## src/sv/ypcb_pkg.sv

```systemverilog
// ----------------------------------------------------------------------------
// ypcb_pkg: types, constants and sine table for the yaw/pitch camera basis
// Fixed formats, reset values of the camera, and the shared rounding,
// saturation and sine lookup functions.
// ----------------------------------------------------------------------------
package ypcb_pkg;

	localparam int ANGLE_BITS       = 16;
	localparam int UNIT_FRAC_BITS   = 14;
	localparam int POS_FRAC_BITS    = 16;
	localparam int SINE_TABLE_DEPTH = 1024;

	// log2 of the largest power of two not above the table depth, at least four entries
	function automatic int calc_tab_bits();
		int b;
		b = 0;
		for (int k = 0; k < 30; k++) begin
			if ((longint'(2) << b) <= longint'(SINE_TABLE_DEPTH))
				b++;
		end
		if (b < 2)
			b = 2;
		return b;
	endfunction

	localparam int TAB_BITS = calc_tab_bits();
	localparam int QTR      = 1 << (TAB_BITS - 2);
	localparam int UNIT_W   = UNIT_FRAC_BITS + 2;
	localparam int VEC_W    = 16;
	localparam int POS_W    = 32;
	localparam int PSUM_W   = UNIT_W + POS_W + 2;

	typedef logic [ANGLE_BITS-1:0]        angle_t;
	typedef logic [TAB_BITS-1:0]          tab_idx_t;
	typedef logic [TAB_BITS-3:0]          qtr_idx_t;
	typedef logic [UNIT_FRAC_BITS:0]      umag_t;
	typedef logic signed [UNIT_W-1:0]     unit_t;
	typedef logic signed [VEC_W-1:0]      vec_t;
	typedef logic signed [POS_W-1:0]      pos_t;
	typedef logic signed [2*UNIT_W-1:0]   uprod_t;
	typedef logic signed [UNIT_W+POS_W-1:0] pprod_t;
	typedef logic signed [PSUM_W-1:0]     psum_t;

	typedef enum logic [1:0] {
		ACT_MOVE_REL = 2'd0,
		ACT_MOVE_ABS = 2'd1,
		ACT_ROTATE   = 2'd2,
		ACT_SET_ROT  = 2'd3
	} action_t;

	typedef struct packed {
		action_t             action;
		logic signed [31:0]  arg_x;
		logic signed [31:0]  arg_y;
		logic signed [31:0]  arg_z;
		logic signed [15:0]  yaw_arg;
		logic signed [15:0]  pitch_arg;
	} item_t;

	typedef struct packed {
		pos_t pos_x;
		pos_t pos_y;
		pos_t pos_z;
		vec_t front_x;
		vec_t front_y;
		vec_t front_z;
		vec_t right_x;
		vec_t right_y;
		vec_t right_z;
		vec_t up_x;
		vec_t up_y;
		vec_t up_z;
	} result_t;

	// camera state as seen by the vector stage
	typedef struct packed {
		pos_t  pos_x;
		pos_t  pos_y;
		pos_t  pos_z;
		unit_t sy;
		unit_t cy;
		unit_t sp;
		unit_t cp;
	} basis_t;

	localparam pos_t   POS_MAX     = 32'sh7fffffff;
	localparam pos_t   POS_MIN     = 32'sh80000000;
	localparam umag_t  ONE_MAG     = umag_t'(longint'(1) << UNIT_FRAC_BITS);
	localparam uprod_t UPROD_HALF  = uprod_t'(longint'(1) << (UNIT_FRAC_BITS - 1));
	localparam pprod_t PPROD_HALF  = pprod_t'(longint'(1) << (UNIT_FRAC_BITS - 1));

	localparam longint FULL_TURN    = longint'(1) << ANGLE_BITS;
	localparam angle_t QUARTER_TURN = angle_t'(FULL_TURN / 4);
	localparam angle_t RESET_YAW    = angle_t'(3 * (FULL_TURN / 4));
	// minus 30 degrees is one twelfth of a turn, rounded to nearest
	localparam angle_t RESET_PITCH  = angle_t'(FULL_TURN - (FULL_TURN + 6) / 12);

	localparam longint RESET_Y_UNITS = 300;
	localparam longint RESET_Z_UNITS = 600;
	localparam longint RESET_Y_L = RESET_Y_UNITS * (longint'(1) << POS_FRAC_BITS);
	localparam longint RESET_Z_L = RESET_Z_UNITS * (longint'(1) << POS_FRAC_BITS);
	localparam pos_t RESET_X = '0;
	localparam pos_t RESET_Y = (RESET_Y_L > 64'sd2147483647) ? POS_MAX : pos_t'(RESET_Y_L);
	localparam pos_t RESET_Z = (RESET_Z_L > 64'sd2147483647) ? POS_MAX : pos_t'(RESET_Z_L);

	localparam longint unsigned PI_HALF_Q30 = 64'd1686629713;

	// sin(pi/2 * r / QTR) by Taylor series in Q30, rounded half up
	function automatic umag_t quarter_sine(input longint unsigned r);
		longint unsigned theta;
		longint unsigned theta2;
		longint unsigned term;
		longint unsigned v;
		longint signed   sum;
		theta  = (PI_HALF_Q30 * r) >> (TAB_BITS - 2);
		theta2 = (theta * theta) >> 30;
		term   = theta;
		sum    = signed'(theta);
		term = ((term * theta2) >> 30) / 64'd6;   sum = sum - signed'(term);
		term = ((term * theta2) >> 30) / 64'd20;  sum = sum + signed'(term);
		term = ((term * theta2) >> 30) / 64'd42;  sum = sum - signed'(term);
		term = ((term * theta2) >> 30) / 64'd72;  sum = sum + signed'(term);
		term = ((term * theta2) >> 30) / 64'd110; sum = sum - signed'(term);
		term = ((term * theta2) >> 30) / 64'd156; sum = sum + signed'(term);
		term = ((term * theta2) >> 30) / 64'd210; sum = sum - signed'(term);
		term = ((term * theta2) >> 30) / 64'd272; sum = sum + signed'(term);
		if (sum < 0)
			sum = 0;
		v = unsigned'(sum);
		if (UNIT_FRAC_BITS < 30)
			v = (v + (64'd1 << (29 - UNIT_FRAC_BITS))) >> (30 - UNIT_FRAC_BITS);
		if (v > (64'd1 << UNIT_FRAC_BITS))
			v = 64'd1 << UNIT_FRAC_BITS;
		return umag_t'(v);
	endfunction

	typedef umag_t qtab_t [QTR];

	function automatic qtab_t build_qtab();
		qtab_t t;
		for (int i = 0; i < QTR; i++)
			t[i] = quarter_sine(longint'(i));
		return t;
	endfunction

	localparam qtab_t QTAB = build_qtab();

	// binary angle to table index, truncating
	function automatic tab_idx_t ang_idx(input angle_t a);
		logic [ANGLE_BITS+TAB_BITS-1:0] w;
		w = {a, {TAB_BITS{1'b0}}};
		return w[ANGLE_BITS+TAB_BITS-1:ANGLE_BITS];
	endfunction

	// 16-bit input angle rescaled to ANGLE_BITS
	function automatic angle_t ang_in(input logic [15:0] raw);
		logic [ANGLE_BITS+15:0] w;
		w = {raw, {ANGLE_BITS{1'b0}}};
		return w[ANGLE_BITS+15:16];
	endfunction

	function automatic unit_t sine_at(input tab_idx_t idx);
		logic [1:0] quad;
		qtr_idx_t   r;
		qtr_idx_t   r_n;
		umag_t      m;
		unit_t      s;
		quad = idx[TAB_BITS-1 -: 2];
		r    = idx[TAB_BITS-3:0];
		r_n  = -r;
		if (quad[0])
			m = (r == '0) ? ONE_MAG : QTAB[r_n];
		else
			m = QTAB[r];
		s = unit_t'({1'b0, m});
		return quad[1] ? -s : s;
	endfunction

	function automatic unit_t cosine_at(input tab_idx_t idx);
		return sine_at(idx + tab_idx_t'(QTR));
	endfunction

	// product of two unit values, rounded half away from zero
	function automatic unit_t mul_unit(input unit_t a, input unit_t b);
		uprod_t              p;
		logic [2*UNIT_W-1:0] mag;
		logic                neg;
		p   = a * b;
		neg = p[2*UNIT_W-1];
		mag = neg ? -p : p;
		mag = (mag + UPROD_HALF) >> UNIT_FRAC_BITS;
		return neg ? -unit_t'(mag) : unit_t'(mag);
	endfunction

	// unit value times Q16.16 velocity, rounded half away from zero
	function automatic pprod_t mul_pos(input unit_t a, input pos_t b);
		pprod_t                    p;
		logic [UNIT_W+POS_W-1:0]   mag;
		logic                      neg;
		p   = a * b;
		neg = p[UNIT_W+POS_W-1];
		mag = neg ? -p : p;
		mag = (mag + PPROD_HALF) >> UNIT_FRAC_BITS;
		return neg ? -pprod_t'(mag) : pprod_t'(mag);
	endfunction

	function automatic pos_t sat_pos(input psum_t v);
		logic [PSUM_W-32:0] hi;
		hi = v[PSUM_W-1:31];
		if (hi == '0 || hi == '1)
			return pos_t'(v[31:0]);
		else if (v[PSUM_W-1])
			return POS_MIN;
		else
			return POS_MAX;
	endfunction

	function automatic vec_t to_vec(input unit_t v);
		logic signed [UNIT_W+VEC_W-1:0] w;
		w = (UNIT_W + VEC_W)'(v);
		return vec_t'(w[VEC_W-1:0]);
	endfunction

	localparam unit_t RESET_SY = sine_at(ang_idx(RESET_YAW));
	localparam unit_t RESET_CY = cosine_at(ang_idx(RESET_YAW));
	localparam unit_t RESET_SP = sine_at(ang_idx(RESET_PITCH));
	localparam unit_t RESET_CP = cosine_at(ang_idx(RESET_PITCH));

endpackage

```

## src/sv/ypcb_vec.sv

```systemverilog
// ----------------------------------------------------------------------------
// ypcb_vec: basis vectors and result register
// Forms front, right and up from the held sine and cosine values and
// registers them with the position.
// ----------------------------------------------------------------------------
module ypcb_vec
	import ypcb_pkg::*;
(
	input  logic    clk,
	input  logic    load,
	input  basis_t  basis,
	output result_t result
);

	result_t result_q;
	result_t result_d;
	logic    neg;
	unit_t   cy_cp, sy_cp, cy_sp, sy_sp;

	assign neg   = basis.cp[UNIT_W-1];
	assign cy_cp = mul_unit(basis.cy, basis.cp);
	assign sy_cp = mul_unit(basis.sy, basis.cp);
	assign cy_sp = mul_unit(basis.cy, basis.sp);
	assign sy_sp = mul_unit(basis.sy, basis.sp);

	always_comb begin
		result_d.pos_x   = basis.pos_x;
		result_d.pos_y   = basis.pos_y;
		result_d.pos_z   = basis.pos_z;
		result_d.front_x = to_vec(cy_cp);
		result_d.front_y = to_vec(basis.sp);
		result_d.front_z = to_vec(sy_cp);
		result_d.right_x = to_vec(neg ? basis.sy : -basis.sy);
		result_d.right_y = '0;
		result_d.right_z = to_vec(neg ? -basis.cy : basis.cy);
		// up = right x front
		result_d.up_x    = to_vec(neg ? cy_sp : -cy_sp);
		result_d.up_y    = to_vec(neg ? -basis.cp : basis.cp);
		result_d.up_z    = to_vec(neg ? sy_sp : -sy_sp);
	end

	always_ff @(posedge clk) begin
		if (load)
			result_q <= result_d;
	end

	assign result = result_q;

endmodule

```

## config.mk

```make
export PLATFORM = sky130hd
export DESIGN_NAME = ypcb_vec
export DESIGN_NICKNAME = d
export VERILOG_FILES = /design/src/sv/ypcb_pkg.sv /design/src/sv/ypcb_vec.sv
export SDC_FILE = /design/constraint.sdc
export NUM_CORES = 2
export LEC_CHECK = 0
export BUFFER_PORTS_ARGS = -buffer_cell sky130_fd_sc_hd__buf_2
export CAP_MARGIN = 20
export CORE_MARGIN = 4
export CORE_UTILIZATION = 64
export CTS_CLUSTER_SIZE = 24
export DETAILED_ROUTE_END_ITERATION = 8
export PLACE_DENSITY = 0.84
export SLEW_MARGIN = 15
export SYNTH_ARGS = -nofsm -noshare
export SYNTH_HDL_FRONTEND = slang
export SYNTH_SLANG_ARGS = --single-unit
export TNS_END_PERCENT = 5
```

## constraint.sdc

```tcl
create_clock -name clk -period 16.5 [get_ports clk]
set_clock_uncertainty 0.1 [all_clocks]
set_input_delay 3.3 -clock clk [delete_from_list [all_inputs] [get_ports clk]]
set_output_delay 3.3 -clock clk [all_outputs]
set_load 0.005 [all_outputs]
```

==> impl_summary.md <==
Floorplan
From left edge to right edge, the die measures about 300 um. The area of the core is between 0.08 and 0.09 sq mm. From bottom edge to top edge, the die measures about 300 um.

For this configuration, the core starts out at a cell density of about 65%. The number of top-level pins is 402. The die footprint is 0.0899 sq mm. The floorplan has between 100 and 150 rows.

Synthesis
The portion of synthesized cell area occupied by the leading cell type is between 30% and 40%. Yosys attributes the largest share of cell area to sky130_fd_sc_hd__fa_1, sky130_fd_sc_hd__edfxtp_1, sky130_fd_sc_hd__inv_1, sky130_fd_sc_hd__ha_1, sky130_fd_sc_hd__and2_1. The number of warnings reported in the yosys synthesis log is 0. The synthesized design contains between 200 and 250 register bits.

In this run the cell area of the synthesized design comes to around 0.055 sq mm. The main flop type after synthesis is sky130_fd_sc_hd__edfxtp_1. The most common cell in the netlist is sky130_fd_sc_hd__inv_1.

The average cell area after synthesis is 9.24 sq um. The synthesized instance count is just under 6000. Yosys mapped a number of flops with a built-in enable equal to 224.

The count of different cell masters after synthesis is ~110. Of all flip-flops after synthesis, the portion carrying an async set or reset was 0%. The biggest area consumer among synthesized cells is sky130_fd_sc_hd__fa_1. The commonest cells after synthesis are sky130_fd_sc_hd__inv_1, sky130_fd_sc_hd__fa_1, sky130_fd_sc_hd__nand2_1. The sequential element share of the synthesized area is 12.3%.

STA
The final number of hold-violating endpoints was 0. The final critical-path setup slack is about 2.3 ns. At the pin with the least slew margin, the transition time is 1.06 ns. The worst slack on hold paths is 2.79 ns. After routing, the total negative slack on setup checks comes to 0 ns. The ratio of final minimum period to clock period is 85.8%. The highest achievable clock rate is slightly above 0.07 GHz.

The max-slew violation count is 0. The number of endpoints failing setup at the final stage is 0. Setup repair after global routing left no endpoint under its margin.

The final critical delay including setup and external delays is around 14 ns. Measured against its own limit, the worst slew margin works out to 29.1%.

CTS
The number of hold-repair buffers added at the cts stage is 0. The clock drives 224 sinks. CTS placed an instance of sky130_fd_sc_hd__clkbuf_16 at the clock tree root. The TritonCTS clock tree is built. The number of buffers on the longest clock path is 3. After clock tree synthesis, the setup repair step added 0 buffers. Post-CTS repair changed the size of 0 cells. The clock transition at the registers of the reported paths is around 0.06 ns.

The clock buffer count from CTS is 26. CTS built an H-tree with a depth of 1.

Cells and area
Compared with the post-synthesis result, the final layout area differs by 5.99%. For this run, the share of the core covered by cells in the final layout is between 60% and 70%. At the end of the flow, the number of nets in the layout was between 7000 and 8000. The number of flip-flops in the largest register is 224.

Of the cells placed in the final design, the portion with a size suffix greater than 1 is roughly 8.9%.

Critical path
Data on the critical path arrives at its endpoint at approximately 14 ns. Of all nets on the critical path, the largest fanout is 33. The category of the worst setup path capture point is a register.

The data required time of the worst path is 16.73 ns. The type of the worst setup path is in -> reg. Among the stages of the critical path, the cell type that occurs most often is sky130_fd_sc_hd__fa_1. The cell with the biggest individual delay on the critical path is sky130_fd_sc_hd__fa_1. The largest single stage delay on the critical path is a little over 0.9 ns. The worst setup path is launched from an input port.

Placement
The count of input and output buffers is between 300 and 400. The HPWL after detailed placement is between 100000 and 150000 um. The routability-driven placement congestion ratio is 0.921. The pre-CTS setup slack is around 1.9 ns.

GRT
The first global-routing pass estimated between 200000 and 250000 um of wire. The number of global-route vias before repair came to 45200. The global route total overflow is 0. The number of antenna violations at the first check in global routing was 4. Entering global routing, the biggest net connects 87 pins. Global routing used approximately a third of the available tracks across all layers.

Route
Wires add up to between 100000 and 150000 um. After detailed routing, the average wire length per cell comes to between 15 and 20 um. In this run, the number of DRC markers left after iteration 0 of detailed routing was ~3300. Once detail routing completed, the nets flagged for antenna violations numbered 0. The routed design uses 68400 um of met2 wire.

The final routed DRC violation total is 0. The met3 wire length is roughly 13000 um. Summing over every cut layer, the via total after detailed routing is between 40000 and 50000. The routed metal-1 wire length is roughly 53000 um. The first TritonRoute pass finished after 7 iterations.

The uppermost signal routing layer after detailed routing is met5. Dividing the detail-routed via count by the number of cells gives 5.87.

Run
The max-cap check violation count is 0.

Worst hold path
The number of cells on the worst hold path is 1. The type of the most critical hold path is in -> reg.

Run status
The flow ran to the end, and the final reports show no timing, DRC or antenna violations.
-- layout make-up --
class / instances / area, sq um
Inverter: 1169 / 4390
Multi-Input combinational cell: 4196 / 42200
Fill cell: 6385 / 26300
Clock inverter: 17 / 219
Sequential cell: 224 / 6730
Tap cell: 1134 / 1420
Timing Repair Buffer: 413 / 2150
Antenna cell: 1 / 2.50
Clock buffer: 30 / 687
-- layer usage --
layer	up-vias	track usage, %
li1	18700	-
met4	6	11.0
met5	-	0
met1	20900	39.9
met2	2102	54.1
met3	401	6.22
-- worst max-delay path, delay by kind of cell --
family          cells  cell delay [ns]
mux                 1             0.37
simple gates        8             3.02
xor+xnor            3             1.05
buf+inv             4             0.84
fa+ha+maj           8             4.11
compound gates      8             1.61
-- cells in the final DEF, fill, tap and decap left out, types with 28 or more instances in the layout --
master,synthesis,routed
sky130_fd_sc_hd__buf_2,10,383
sky130_fd_sc_hd__nor2_1,187,186
sky130_fd_sc_hd__a21oi_1,156,156
sky130_fd_sc_hd__buf_4,16,29
sky130_fd_sc_hd__and2_1,458,458
sky130_fd_sc_hd__edfxtp_1,224,224
sky130_fd_sc_hd__nand3_1,60,60
sky130_fd_sc_hd__or3_1,30,30
sky130_fd_sc_hd__inv_1,1169,1169
sky130_fd_sc_hd__nor3_1,65,65
sky130_fd_sc_hd__nand2b_1,60,60
sky130_fd_sc_hd__a211oi_1,29,28
sky130_fd_sc_hd__nand2_1,665,665
sky130_fd_sc_hd__a21o_1,45,45
sky130_fd_sc_hd__o21ai_0,112,112
sky130_fd_sc_hd__fa_1,1048,1048
sky130_fd_sc_hd__nand4_1,36,36
sky130_fd_sc_hd__ha_1,341,341
sky130_fd_sc_hd__and3_1,42,42
sky130_fd_sc_hd__xor2_1,94,94
sky130_fd_sc_hd__o21a_1,28,28
sky130_fd_sc_hd__a31oi_1,43,43
sky130_fd_sc_hd__xnor2_1,222,221
sky130_fd_sc_hd__nor4_1,32,32
-- per-stage QoR --
stage                     instance area, sq um  std cells
after floorplan                          54600       5911
after global placement                   56900       7136
after detailed placement                 56900       7136
after CTS                                57800       7183
after global routing                     57800       7183
final                                    57800       7184
-- path summary, 6_finish.rpt --
| path | start | to | slack (ns) |
|---|---|---|---|
| min | basis[122] | result[202]$_DFFE_PP_ | 2.79 |
| max | basis[18] | result[15]$_DFFE_PP_ | 2.35 |
-- cell families (layout without fill, tap and decap cells) --
kind of cell / after synthesis / after routing / share of synthesized area, %
AOI/OAI and AO/OA: 680 / 680 / 8.69
xor gates and xnor gates: 319 / 319 / 5.19
adders and majority gates: 1392 / 1392 / 46.4
buffers and inverters: 1491 / 1629 / 10.4
DFF: 224 / 224 / 12.3
muxes: 29 / 29 / 0.556
other: 1 / 17 / 0.00688
and+or+nand+nor: 1760 / 1760 / 16.4
Power is left out: the tool's default activity adds up to more than one toggle a clock period on the data nets, which glitch-free logic cannot reach.
